===== config.mk =====
export PLATFORM = sky130hd
export DESIGN_NAME = fir_wall_filter_core
export DESIGN_NICKNAME = d
export VERILOG_FILES = /design/src/hdl/fwf_pkg.sv /design/src/hdl/fwf_ram.sv /design/src/hdl/fwf_coef_store.sv /design/src/hdl/fwf_mac.sv /design/src/hdl/fir_wall_filter_core.sv
export VERILOG_INCLUDE_DIRS = /design/src /design/src/hdl
export SDC_FILE = /design/constraint.sdc
export NUM_CORES = 2
export LEC_CHECK = 0
export BUFFER_PORTS_ARGS = -buffer_cell sky130_fd_sc_hd__clkbuf_2
export CAP_MARGIN = 30
export CORE_UTILIZATION = 68
export DETAILED_ROUTE_END_ITERATION = 8
export PLACE_DENSITY = 0.85
export SLEW_MARGIN = 20
export SYNTH_ARGS = -nofsm -noshare
export SYNTH_HDL_FRONTEND = slang
export SYNTH_SLANG_ARGS = --single-unit

===== constraint.sdc =====
create_clock -name clk -period 51.8 [get_ports clk]
set_input_delay 5.18 -clock clk [delete_from_list [all_inputs] [get_ports clk]]
set_output_delay 5.18 -clock clk [all_outputs]
set_load 0.01 [all_outputs]

===== src/hdl/assert_macros.svh =====
// Assertion macros shared by the FIR wall filter RTL.
// No dependencies; define ASSERT_OFF to compile the checks out.
`ifndef ASSERT_MACROS_SVH
`define ASSERT_MACROS_SVH

`ifndef ASSERT_OFF

// Same-cycle implication, disabled during reset
`define ASSERT_IMPLY(lbl, clk, rstn, ante, cons, msg) \
    lbl: assert property (@(posedge clk) disable iff (!(rstn)) (ante) |-> (cons)) \
        else $error(msg);

// Next-cycle implication, disabled during reset
`define ASSERT_NEXT(lbl, clk, rstn, ante, cons, msg) \
    lbl: assert property (@(posedge clk) disable iff (!(rstn)) (ante) |=> (cons)) \
        else $error(msg);

`else

`define ASSERT_IMPLY(lbl, clk, rstn, ante, cons, msg)
`define ASSERT_NEXT(lbl, clk, rstn, ante, cons, msg)

`endif

`endif


===== src/hdl/fwf_pkg.sv =====
// Shared types and fixed constants of the FIR wall filter.
// No dependencies; imported by every fwf module except fwf_ram.
package fwf_pkg;

    // Fixed field widths
    localparam int COEF_BITS  = 18;
    localparam int OUT_BITS   = 40;
    localparam int TAP_W      = 6;
    localparam int IDX_W      = 5;

    // Coefficient digits consumed by the serial multiplier
    localparam int DIGIT_BITS = 6;
    localparam int NUM_DIGITS = COEF_BITS / DIGIT_BITS;
    localparam int DIG_W      = (NUM_DIGITS > 1) ? $clog2(NUM_DIGITS) : 1;
    localparam logic [DIG_W-1:0] DIG_LAST = DIG_W'(NUM_DIGITS - 1);

    typedef enum logic {
        CMD_LOAD   = 1'b0,
        CMD_SAMPLE = 1'b1
    } cmd_t;

    typedef enum logic [1:0] {
        ST_IDLE,
        ST_FETCH,
        ST_MAC,
        ST_DONE
    } fwf_state_t;

    // Sequencer to datapath control
    typedef struct packed {
        logic             load;
        logic             step;
        logic [DIG_W-1:0] digit;
    } mac_ctrl_t;

endpackage


===== src/hdl/fwf_ram.sv =====
// Generic single-port-write, single-port-read RAM with registered read.
// No dependencies.
module fwf_ram #(
    parameter int WIDTH = 18,
    parameter int DEPTH = 32
) (
    input  logic                                    clk,
    input  logic                                    we,
    input  logic [((DEPTH > 1) ? $clog2(DEPTH) : 1)-1:0] waddr,
    input  logic [WIDTH-1:0]                        wdata,
    input  logic                                    re,
    input  logic [((DEPTH > 1) ? $clog2(DEPTH) : 1)-1:0] raddr,
    output logic [WIDTH-1:0]                        rdata
);

    logic [WIDTH-1:0] mem [DEPTH];
    logic [WIDTH-1:0] rdata_reg;

    // Write port
    always_ff @(posedge clk)
    begin
        if (we)
        begin
            mem[waddr] <= wdata;
        end
    end

    // Registered read port
    always_ff @(posedge clk)
    begin
        if (re)
        begin
            rdata_reg <= mem[raddr];
        end
    end

    assign rdata = rdata_reg;

endmodule


===== src/hdl/fwf_coef_store.sv =====
// Coefficient tap store: RAM plus per-entry valid bits so unwritten taps read zero.
// Depends on fwf_pkg and fwf_ram.
module fwf_coef_store #(
    parameter int DEPTH = 32
) (
    input  logic                                         clk,
    input  logic                                         rst_n,
    input  logic                                         we,
    input  logic [((DEPTH > 1) ? $clog2(DEPTH) : 1)-1:0] waddr,
    input  logic signed [fwf_pkg::COEF_BITS-1:0]         wdata,
    input  logic                                         re,
    input  logic [((DEPTH > 1) ? $clog2(DEPTH) : 1)-1:0] raddr,
    output logic signed [fwf_pkg::COEF_BITS-1:0]         rdata
);
    import fwf_pkg::*;

    logic [DEPTH-1:0]     vld_reg;
    logic                 rd_vld_reg;
    logic [COEF_BITS-1:0] ram_q;

    // Mark entries as written
    always_ff @(posedge clk or negedge rst_n)
    begin
        if (!rst_n)
        begin
            vld_reg <= '0;
        end
        else if (we)
        begin
            vld_reg[waddr] <= 1'b1;
        end
    end

    // Track validity of the entry being read, aligned with RAM output
    always_ff @(posedge clk or negedge rst_n)
    begin
        if (!rst_n)
        begin
            rd_vld_reg <= 1'b0;
        end
        else if (re)
        begin
            rd_vld_reg <= vld_reg[raddr];
        end
    end

    fwf_ram #(
        .WIDTH (COEF_BITS),
        .DEPTH (DEPTH)
    ) u_ram (
        .clk   (clk),
        .we    (we),
        .waddr (waddr),
        .wdata (wdata),
        .re    (re),
        .raddr (raddr),
        .rdata (ram_q)
    );

    // Drop stale contents of never-written taps
    assign rdata = rd_vld_reg ? $signed(ram_q) : '0;

endmodule


===== src/hdl/fwf_mac.sv =====
// Digit-serial multiply-accumulate: sample shift line times coefficient digits.
// Depends on fwf_pkg.
module fwf_mac #(
    parameter int MAX_TAPS    = 32,
    parameter int SAMPLE_BITS = 16
) (
    input  logic                                     clk,
    input  fwf_pkg::mac_ctrl_t                       ctrl,
    input  logic [MAX_TAPS-1:0][SAMPLE_BITS-1:0]     window,
    input  logic signed [fwf_pkg::COEF_BITS-1:0]     coef,
    output logic signed [fwf_pkg::OUT_BITS-1:0]      result
);
    import fwf_pkg::*;

    localparam int ACC_BITS  = SAMPLE_BITS + COEF_BITS + $clog2(MAX_TAPS) + 1;
    localparam int PROD_BITS = SAMPLE_BITS + DIGIT_BITS + 1;
    localparam int SR_W      = COEF_BITS - DIGIT_BITS;
    localparam int EXT_W     = (ACC_BITS > OUT_BITS) ? ACC_BITS : OUT_BITS;
    localparam logic signed [EXT_W-1:0] SAT_HI =
        {{(EXT_W - OUT_BITS + 1){1'b0}}, {(OUT_BITS - 1){1'b1}}};
    localparam logic signed [EXT_W-1:0] SAT_LO = ~SAT_HI;

    logic [MAX_TAPS-1:0][SAMPLE_BITS-1:0] work_reg, work_next;
    logic [SR_W-1:0]                      coef_sr_reg, coef_sr_next;
    logic signed [ACC_BITS-1:0]           acc_reg, acc_next;
    logic [DIGIT_BITS-1:0]                digit_raw;
    logic signed [DIGIT_BITS:0]           digit_s;
    logic signed [SAMPLE_BITS-1:0]        sample_cur;
    logic signed [PROD_BITS-1:0]          prod;
    logic signed [ACC_BITS-1:0]           partial;
    logic signed [EXT_W-1:0]              acc_ext;
    logic                                 tap_last_digit;

    assign tap_last_digit = ctrl.step && (ctrl.digit == DIG_LAST);
    assign sample_cur     = $signed(work_reg[0]);

    // Pick the current coefficient digit; only the top digit carries the sign
    always_comb
    begin
        if (ctrl.digit == '0)
        begin
            digit_raw    = coef[DIGIT_BITS-1:0];
            coef_sr_next = coef[COEF_BITS-1:DIGIT_BITS];
        end
        else
        begin
            digit_raw    = coef_sr_reg[DIGIT_BITS-1:0];
            coef_sr_next = coef_sr_reg >> DIGIT_BITS;
        end
        if (ctrl.digit == DIG_LAST)
        begin
            digit_s = {digit_raw[DIGIT_BITS-1], digit_raw};
        end
        else
        begin
            digit_s = {1'b0, digit_raw};
        end
    end

    // Weight the digit product by its position and accumulate
    always_comb
    begin
        prod     = sample_cur * digit_s;
        partial  = ACC_BITS'(prod) <<< (DIGIT_BITS * ctrl.digit);
        acc_next = acc_reg + partial;
    end

    // Advance the sample shift line one tap after the last digit
    always_comb
    begin
        for (int i = 0; i < MAX_TAPS - 1; i++)
        begin
            work_next[i] = work_reg[i + 1];
        end
        work_next[MAX_TAPS-1] = '0;
    end

    always_ff @(posedge clk)
    begin
        if (ctrl.load)
        begin
            work_reg <= window;
            acc_reg  <= '0;
        end
        else if (ctrl.step)
        begin
            coef_sr_reg <= coef_sr_next;
            acc_reg     <= acc_next;
            if (tap_last_digit)
            begin
                work_reg <= work_next;
            end
        end
    end

    // Clamp the sum to the output range
    always_comb
    begin
        acc_ext = EXT_W'(acc_reg);
        if (acc_ext > SAT_HI)
        begin
            result = {1'b0, {(OUT_BITS - 1){1'b1}}};
        end
        else if (acc_ext < SAT_LO)
        begin
            result = {1'b1, {(OUT_BITS - 1){1'b0}}};
        end
        else
        begin
            result = acc_ext[OUT_BITS-1:0];
        end
    end

endmodule


===== src/hdl/fir_wall_filter_core.sv =====
// Top level of the FIR wall filter: handshakes, sample window, tap sequencer.
// Depends on fwf_pkg, fwf_coef_store, fwf_mac and assert_macros.svh.
//
// Channel   Handshake              Payload
// ------    ---------------------  ------------------------------------------
// input     in_valid / in_stall    command, coef_index, coef_value, sample,
//                                  frame_start
// output    out_valid / out_stall  filtered
// config    cfg_valid / cfg_ready  tap_count
//
// A sample beat that completes a window starts a sum over the taps in use:
// one shared digit-serial MAC takes one 6-bit coefficient digit per cycle,
// three digits per tap, between a fetch state and a result state.
// Reset clears the tap store valid bits, fill count, tap count (to 1) and state.
// in_stall is high while a sum is being formed; a result waiting on out_stall
// holds in the output register while the next beat is taken.
`include "assert_macros.svh"

module fir_wall_filter_core #(
    parameter int MAX_TAPS    = 32,
    parameter int SAMPLE_BITS = 16
) (
    input  logic                                  clk,
    input  logic                                  rst_n,
    // Input channel
    input  logic                                  in_valid,
    output logic                                  in_stall,
    input  logic                                  command,
    input  logic [fwf_pkg::IDX_W-1:0]             coef_index,
    input  logic signed [fwf_pkg::COEF_BITS-1:0]  coef_value,
    input  logic signed [SAMPLE_BITS-1:0]         sample,
    input  logic                                  frame_start,
    // Output channel
    output logic                                  out_valid,
    input  logic                                  out_stall,
    output logic signed [fwf_pkg::OUT_BITS-1:0]   filtered,
    // Configuration channel
    input  logic                                  cfg_valid,
    output logic                                  cfg_ready,
    input  logic [fwf_pkg::TAP_W-1:0]             tap_count
);
    import fwf_pkg::*;

    localparam int AW     = (MAX_TAPS > 1) ? $clog2(MAX_TAPS) : 1;
    localparam int FILL_W = $clog2(MAX_TAPS + 1);
    localparam int CMP_W  = (FILL_W > TAP_W) ? FILL_W : TAP_W;
    // One spare bit so the store depth itself is representable
    localparam int WIDX_W = ((AW > IDX_W) ? AW : IDX_W) + 1;
    localparam logic [CMP_W-1:0]  MAX_CMP  = CMP_W'(MAX_TAPS);
    localparam logic [FILL_W-1:0] MAX_FILL = FILL_W'(MAX_TAPS);

    fwf_state_t                           state_reg, state_next;
    logic [AW-1:0]                        k_reg, k_next;
    logic [DIG_W-1:0]                     dig_reg, dig_next;
    logic [FILL_W-1:0]                    fill_reg, fill_next;
    logic [TAP_W-1:0]                     tap_reg;
    logic                                 out_valid_reg;
    logic signed [OUT_BITS-1:0]           filtered_reg;
    logic [MAX_TAPS-1:0][SAMPLE_BITS-1:0] win_reg;

    logic                     in_accept;
    logic                     sample_beat;
    logic                     load_beat;
    logic                     out_accept;
    logic                     out_load;
    logic [CMP_W-1:0]         tap_ext;
    logic [CMP_W-1:0]         taps_eff;
    logic [FILL_W-1:0]        fill_base;
    logic                     window_full;
    logic [AW-1:0]            k_first;
    logic [WIDX_W-1:0]        idx_wide;
    logic                     idx_ok;
    logic                     rd_en;
    logic [AW-1:0]            rd_addr;
    logic signed [COEF_BITS-1:0] coef_q;
    logic signed [OUT_BITS-1:0]  mac_result;
    mac_ctrl_t                mac_ctrl;

    // Handshakes
    assign in_stall    = (state_reg != ST_IDLE);
    assign cfg_ready   = (state_reg == ST_IDLE);
    assign in_accept   = in_valid && !in_stall;
    assign sample_beat = in_accept && (command == CMD_SAMPLE);
    assign load_beat   = in_accept && (command == CMD_LOAD);
    assign out_accept  = out_valid_reg && !out_stall;
    assign out_valid   = out_valid_reg;
    assign filtered    = filtered_reg;

    // Clamp the tap count to 1..MAX_TAPS
    always_comb
    begin
        tap_ext = CMP_W'(tap_reg);
        if (tap_ext == '0)
        begin
            taps_eff = CMP_W'(1);
        end
        else if (tap_ext > MAX_CMP)
        begin
            taps_eff = MAX_CMP;
        end
        else
        begin
            taps_eff = tap_ext;
        end
        k_first = AW'(taps_eff - CMP_W'(1));
    end

    // Frame fill: restart on frame start, saturate at the window depth
    always_comb
    begin
        fill_base = frame_start ? '0 : fill_reg;
        if (fill_base < MAX_FILL)
        begin
            fill_next = fill_base + FILL_W'(1);
        end
        else
        begin
            fill_next = fill_base;
        end
        window_full = (CMP_W'(fill_next) >= taps_eff);
    end

    // Coefficient write address, ignoring taps beyond the store
    assign idx_wide = WIDX_W'(coef_index);
    assign idx_ok   = (idx_wide < WIDX_W'(MAX_TAPS));

    // Sequencer: fetch the last tap in use, then three digits per tap down to tap 0, newest sample first
    always_comb
    begin
        state_next     = state_reg;
        k_next         = k_reg;
        dig_next       = dig_reg;
        mac_ctrl       = '0;
        mac_ctrl.digit = dig_reg;
        rd_en          = 1'b0;
        rd_addr        = k_reg;
        out_load       = 1'b0;
        case (state_reg)
            ST_IDLE:
            begin
                if (sample_beat && window_full)
                begin
                    state_next = ST_FETCH;
                end
            end
            ST_FETCH:
            begin
                rd_en         = 1'b1;
                rd_addr       = k_first;
                k_next        = k_first;
                dig_next      = '0;
                mac_ctrl.load = 1'b1;
                state_next    = ST_MAC;
            end
            ST_MAC:
            begin
                mac_ctrl.step = 1'b1;
                if (dig_reg == DIG_LAST)
                begin
                    dig_next = '0;
                    if (k_reg == '0)
                    begin
                        state_next = ST_DONE;
                    end
                    else
                    begin
                        rd_en   = 1'b1;
                        rd_addr = k_reg - AW'(1);
                        k_next  = k_reg - AW'(1);
                    end
                end
                else
                begin
                    dig_next = dig_reg + DIG_W'(1);
                end
            end
            ST_DONE:
            begin
                if (!out_valid_reg || !out_stall)
                begin
                    out_load   = 1'b1;
                    state_next = ST_IDLE;
                end
            end
            default:
            begin
                state_next = ST_IDLE;
            end
        endcase
    end

    // Control registers
    always_ff @(posedge clk or negedge rst_n)
    begin
        if (!rst_n)
        begin
            state_reg     <= ST_IDLE;
            k_reg         <= '0;
            dig_reg       <= '0;
            fill_reg      <= '0;
            tap_reg       <= TAP_W'(1);
            out_valid_reg <= 1'b0;
        end
        else
        begin
            state_reg <= state_next;
            k_reg     <= k_next;
            dig_reg   <= dig_next;
            if (sample_beat)
            begin
                fill_reg <= fill_next;
            end
            if (cfg_valid && cfg_ready)
            begin
                tap_reg <= tap_count;
            end
            if (out_load)
            begin
                out_valid_reg <= 1'b1;
            end
            else if (out_accept)
            begin
                out_valid_reg <= 1'b0;
            end
        end
    end

    // Shift a new sample into the window; hold the finished sum
    always_ff @(posedge clk)
    begin
        if (sample_beat)
        begin
            for (int i = MAX_TAPS - 1; i > 0; i--)
            begin
                win_reg[i] <= win_reg[i - 1];
            end
            win_reg[0] <= sample;
        end
        if (out_load)
        begin
            filtered_reg <= mac_result;
        end
    end

    fwf_coef_store #(
        .DEPTH (MAX_TAPS)
    ) u_coef_store (
        .clk   (clk),
        .rst_n (rst_n),
        .we    (load_beat && idx_ok),
        .waddr (idx_wide[AW-1:0]),
        .wdata (coef_value),
        .re    (rd_en),
        .raddr (rd_addr),
        .rdata (coef_q)
    );

    fwf_mac #(
        .MAX_TAPS    (MAX_TAPS),
        .SAMPLE_BITS (SAMPLE_BITS)
    ) u_mac (
        .clk    (clk),
        .ctrl   (mac_ctrl),
        .window (win_reg),
        .coef   (coef_q),
        .result (mac_result)
    );

    // Checks
    `ASSERT_NEXT(a_load_no_sum, clk, rst_n, load_beat, state_reg == ST_IDLE, "load beat started a sum")
    `ASSERT_NEXT(a_full_starts_sum, clk, rst_n, sample_beat && window_full, state_reg == ST_FETCH, "full window did not start a sum")
    `ASSERT_NEXT(a_last_tap_done, clk, rst_n, state_reg == ST_MAC && dig_reg == DIG_LAST && k_reg == '0, state_reg == ST_DONE, "tap walk overran")
    `ASSERT_NEXT(a_result_posted, clk, rst_n, state_reg == ST_DONE && !(out_valid_reg && out_stall), out_valid && state_reg == ST_IDLE, "finished sum not posted")
    `ASSERT_IMPLY(a_fill_bound, clk, rst_n, 1'b1, fill_reg <= MAX_FILL, "fill count beyond window depth")

endmodule


======== After elaboration in Yosys (flattened, before gate mapping) ========
Memory sizes are Yosys's and may differ from the RTL's. A register that Yosys moved wholly into a read port is not among the register bits.
Cells that the tools add are included.
cells by class
  add/sub/neg operators ................... 5
  multipliers ............................. 2
  magnitude comparators ................... 9
  eq/ne operators ......................... 8
  shift-type cells ........................ 1
  mux-type cells .......................... 37
  bitwise operators ....................... 3
  reductions and logical operators ........ 26
operators by type and width
  kind                  number
  $mux 512              3
  $add 40x40->40        1
  $gt 40x40->1 const B  1
  $lt 40x40->1 const B  1
  $mux 40               1
  $sshl 23x5->40        1
  $mux 6                6
  $or 32x32->32         1
  $mul 16x7->23         1
  $lt 5x6->1 const B    3
  $mux 1                12
  $mux 12               1
  $mux 2                5
  $mux 5                2
  $pmux 5 s2            1
  $reduce_bool 2->1     5
  $sub 5x1->5 const B   2
  $logic_and 1x1->1     9
  $pmux 2 s4            1
  $mux 7                1
  $add 6x1->6 const B   1
  $eq 2x2->1 const B    3
  $ge 6x6->1            1
  $gt 6x6->1 const B    1
  other kinds (19)      27
storage, ports and cells
  register bits after elaboration ......... 1171
  bits in writable memories ............... 576
  bits of input ports ..................... 52
  output and inout port bits .............. 43
  memories ................................ 1
memory list
  name                    words  width  rd ports  clocked after memory_dff  wr ports  line           RTL
  u_coef_store.u_ram.mem  32     18     1         1                         1         fwf_ram.sv:16  logic [WIDTH-1:0] mem [DEPTH];

======== Longest topological paths before layout ========
  word-level depth ........................ 7
  depth in mapped cells ................... 42

======== Cells and area by module ========
A second synthesis with hierarchy kept.
second synthesis, totals
  cell total of the unflattened synthesis .. 4422
  area, all modules ....................... 73880.9 µm²
by module, submodules not included
  module                instances  cells an instance  area an instance (µm²)
  fwf_mac               1          2287               30923.4
  fwf_ram               1          1278               23231.0
  fir_wall_filter_core  1          714                18096.1
  fwf_coef_store        1          143                1630.3

======== Worst setup path before layout ========
Ideal clock, no wire load.
  path kind ............................... register to register
  start point ............................. register dig_reg[0]
  end point ............................... register u_mac.work_reg, in the netlist u_mac.sample_cur[0], enable pin
  data arrival time ....................... 23.389 ns
  path slack .............................. 27.012 ns
  stages on the path, launching flop included .. 9
  cell sequence ........................... dfrtp_1 -> clkinv_1 -> buf_1 -> clkbuf_1 -> ha_1 -> clkbuf_1 -> clkbuf_1 -> a21oi_1 -> nor2_1
between the ends
  cells in the longest elaborated chain, start to end .. 4
RTL lines
  element                             line                         RTL
  start: declaration                  fir_wall_filter_core.sv:54   logic [DIG_W-1:0] dig_reg, dig_next;
  start signal: assignment            fir_wall_filter_core.sv:208  dig_reg <= dig_next;
  $eq 2x2->1                          fwf_mac.sv:34                assign tap_last_digit = ctrl.step && (ctrl.digit == DIG_LAST);
  $logic_and 1x1->1                   fwf_mac.sv:34
  $reduce_bool 2->1 (no source line)  --
  $reduce_and 2->1 (no source line)   --
  end signal: assignment              fwf_mac.sv:82                work_reg <= window;
  end signal: assignment              fwf_mac.sv:91                work_reg <= work_next;
  end: declaration                    fwf_mac.sv:23                logic [MAX_TAPS-1:0][SAMPLE_BITS-1:0] work_reg, work_next;
Every way passes these cells.
A chain may end at the register's enable or synchronous reset.

======== Final worst setup path ========
  start point ............................. register dig_reg[0]
  end point ............................... register u_mac.acc_reg[38] (netlist: u_mac.acc_ext[38])
between the ends
  cells in the longest elaborated chain, start to end .. 6
RTL lines
  element                 line           RTL
  $logic_not 2->1         fwf_mac.sv:40  if (ctrl.digit == '0)
  $mux 6                  fwf_mac.sv:40
  $mux 7                  fwf_mac.sv:50  if (ctrl.digit == DIG_LAST)
  $mul 16x7->23           fwf_mac.sv:63  prod = sample_cur * digit_s;
  $sshl 23x5->40 (*)      fwf_mac.sv:64  partial = ACC_BITS'(prod) <<< (DIGIT_BITS * ctrl.digit);
  $add 40x40->40 (*)      fwf_mac.sv:65  acc_next = acc_reg + partial;
  end signal: assignment  fwf_mac.sv:88  acc_reg <= acc_next;
  end: declaration        fwf_mac.sv:25  logic signed [ACC_BITS-1:0] acc_reg, acc_next;
Every way passes the cells marked *; elsewhere a longest branch is shown, timed or not.

==> summary.md <==
| Metric | Value |
|---|---|
| Core area | `around 110000 um^2` |
| Cells after Synth | `roughly 4900` |
| Synth cell types | `83` |
| Clk slew on worst S/H paths | `around 0.070 ns` |
| Reg area | `between 50000 and 60000 um^2` |
| Total CTS buffers | `between 150 and 200` |
| FP Rows | `between 100 and 150` |
| Placer Congestion | `between 0.9 and 1` |
| Largest register FFs | `~580` |
| Slew @ Worst Pin | `1.05 ns` |
| Setup CP Type | `reg -> reg` |
| Max Slew Vio Count | `0` |
| Reg2reg path depth | `34` |
| Number of global-route vias before repair | `around 40000` |
| Vias | `41200` |
| Top_reg_cell synth | `edfxtp_1` |
| Final TNS setup | `0 ns` |
| Met1 Use GR | `between 40% and 50%` |
| FILL cells | `~5700` |
| Async SR Flop Fraction | `around 3.1%` |
| Final hold slack | `~0.43 ns` |
| CP arrival | `around 12 ns` |
| Post-CTS setup repair buffer count | `0` |
| Max Freq | `roughly 92 MHz` |
| Worst Setup Start Kind | `flop` |
| Final number of setup-violating endpoints | `0` |
| Max H-tree Level | `4` |
| Max-cap violation count | `0` |
| CP required | `roughly 52 ns` |
| CTS resizes | `0` |
| FF-to-FF End | `u_mac.acc_ext[38]$_SDFFE_PP0P_` |
| GR met3 Demand/Resource | `4.99%` |
| EDFF count, synth | `roughly 1700` |
| Die Ht | `between 300 and 400 um` |
| Slowest stage delay, CP | `around 0.91 ns` |
| Root buffer cell | `clkbuf_16` |
| Buffers plus inverters on the worst setup path | `4` |
| Inst Count DP | `roughly 6200` |
| Wirelength per Cell | `between 20 and 25 um` |
| Initial Utilization | `~69%` |
| Grt ovf | `0` |
| Flop-to-flop setup slack | `between 40 and 50 ns` |
| Critical R2R Launch | `dig_reg[0]$_DFFE_PN0N_` |
| M2 GR Usage | `42.5%` |
| Levels on crit path | `34` |
| Global route hottest layer | `met2` |
| CP endpoint | `u_mac.acc_ext[38]$_SDFFE_PP0P_` |
| # IOs | `95` |
| Total track usage | `between 20% and 30%` |
| RSZ-0062 raised after global routing | `no` |
| Post-route DRC violation count | `0` |
| Worst min path class | `reg -> reg` |
| CP Launch Point | `dig_reg[0]$_DFFE_PN0N_` |
| Warnings, synthesis | `0` |
| Sequential share of the synthesized area | `70.9%` |
| Critical path's top delay family | `compound AO/OA/AOI/OAI gates` |
| CTS Hold Bufs | `0` |
| Fin crit share | `a little over a fifth` |
| Syn nets | `about 5200` |
| Starting DRT DRC Count | `slightly above 5000` |
| Post-Syn Area | `~74000 um^2` |
| Nets | `5217` |
| Layout area overhead | `9.82%` |
| Largest net degree at the start of global routing | `190` |
| Antenna violation net count after detailed routing | `0` |
| Slowest stage cell on the critical path | `dfrtp_1` |
| Peak fanout along the critical path | `27` |
| # port buffers | `94` |
| Max clock buf depth | `3` |
| DIE WIDTH | `between 300 and 400 um` |
| Hold Fails Final Rpt | `0` |
| Global-route wire length before repair | `about 230000 um` |
| HPWL after DPL | `85100 um` |
| Status | `finished clean` |
| Multi-input logic area | `19700 um^2` |
| Clock Latency Late Sink | `~0.8 ns` |
| Die ar. | `between 100000 and 150000 um^2` |
| Clock tree sinks | `1765` |
| Seq cells post-synth | `between 1500 and 2000` |
| DR pass1 iterations | `6` |
| CTS tree | `done` |
| Final wirelength | `roughly 150000 um` |
| Via density | `6.32` |
| Antenna violations before repair | `3` |
| Layout Skew | `roughly 0.042 ns` |
| Layout Cells excl Fill | `about 6500` |
| Slew Limit Headroom | `between 20 and 30%` |
| Antenna Cells | `0` |
| Worst setup EP type | `flop` |
| Layout cells sized above 1 | `19.4%` |
| Worst hold stages | `0` |
| Min cycle time layout | `10.91 ns` |
| Synthesized area per cell | `around 15 um^2` |
-- metrics by stage --
step	setup WS, ns	cell area [um^2]	utilization [%]
after floorplan	27.01	73800	-
after global placement	41.38	75500	70.3
after detailed placement	41.06	75500	70.4
after CTS	40.97	81000	75.4
after global routing	40.13	81000	75.5
final	40.89	81000	75.5
-- worst min path at each step --
stage	from	end	slack [ns]
2_1_floorplan	win_reg[84]$_DFFE_PP_	win_reg[100]$_DFFE_PP_	0.42
3_3_place_gp	win_reg[455]$_DFFE_PP_	win_reg[471]$_DFFE_PP_	0.42
3_5_place_dp	win_reg[265]$_DFFE_PP_	win_reg[281]$_DFFE_PP_	0.43
4_1_cts	win_reg[260]$_DFFE_PP_	win_reg[276]$_DFFE_PP_	0.43
5_1_grt	win_reg[260]$_DFFE_PP_	win_reg[276]$_DFFE_PP_	0.44
6_report	win_reg[260]$_DFFE_PP_	win_reg[276]$_DFFE_PP_	0.43
-- final cells by class --
class | count | share of cell area, %
multi-input combinational | 2706 | 24.3
inverter | 161 | 0.767
tap | 1403 | 2.17
clock inverter | 98 | 1.18
sequential | 1765 | 64.6
clock buffer | 212 | 5.51
timing repair buffer | 176 | 1.46
-- placed cells by master, fill, tap and decap left out, types with 46 or more instances in the layout --
cell type / n
clkbuf_16: 170
nand2_1: 710
mux2_2: 507
mux2i_1: 52
and3_1: 98
a21oi_1: 110
clkbuf_2: 93
fa_1: 85
and2_1: 70
buf_4: 74
nor2_1: 164
nand3_1: 176
o21ai_0: 61
ha_1: 100
a311oi_1: 116
inv_1: 157
xnor2_1: 46
dfrtp_1: 54
edfxtp_1: 1670
a31oi_1: 49
-- logic make-up (layout without fill, tap and decap cells) --
kind of cell,Yosys count,after routing,synth area share [%]
and+or+nand+nor,1376,1376,8.41
DFF,1765,1765,70.9
muxes,561,561,8.49
AOI/OAI and AO/OA,522,522,4.98
adders and majority gates,187,187,4.04
xor gates and xnor gates,60,60,0.722
buffers and inverters,441,647,2.45
-- Yosys cell counts, types with 16 or more instances --
| cell | number | area [um^2] |
|---|---|---|
| edfxtp_1 | 1670 | 50100 |
| nand2_1 | 710 | 2670 |
| mux2_2 | 507 | 5710 |
| clkbuf_1 | 186 | 698 |
| nand3_1 | 176 | 881 |
| nor2_1 | 166 | 623 |
| inv_1 | 158 | 593 |
| a311oi_1 | 116 | 1020 |
| a21oi_1 | 111 | 556 |
| ha_1 | 102 | 1280 |
| and3_1 | 98 | 613 |
| fa_1 | 85 | 1700 |
| and2_1 | 70 | 438 |
| o21ai_0 | 65 | 325 |
| buf_2 | 61 | 305 |
| dfrtp_1 | 54 | 1350 |
| mux2i_1 | 52 | 521 |
| a31oi_1 | 49 | 307 |
| xnor2_1 | 46 | 403 |
| nor2b_1 | 42 | 263 |
| dfxtp_1 | 40 | 801 |
| a21o_1 | 39 | 293 |
| or2_2 | 39 | 244 |
| a211oi_1 | 36 | 270 |
| nand2b_1 | 24 | 150 |
| buf_1 | 16 | 60.1 |
-- layer usage --
metal,vias up,wire (um)
met2,2132,70800
met5,-,27
met1,20400,62300
met3,360,13300
li1,18300,-
met4,4,4610
Power is left out: the tool's default activity adds up to more than one toggle a clock period on the data nets, which glitch-free logic cannot reach.
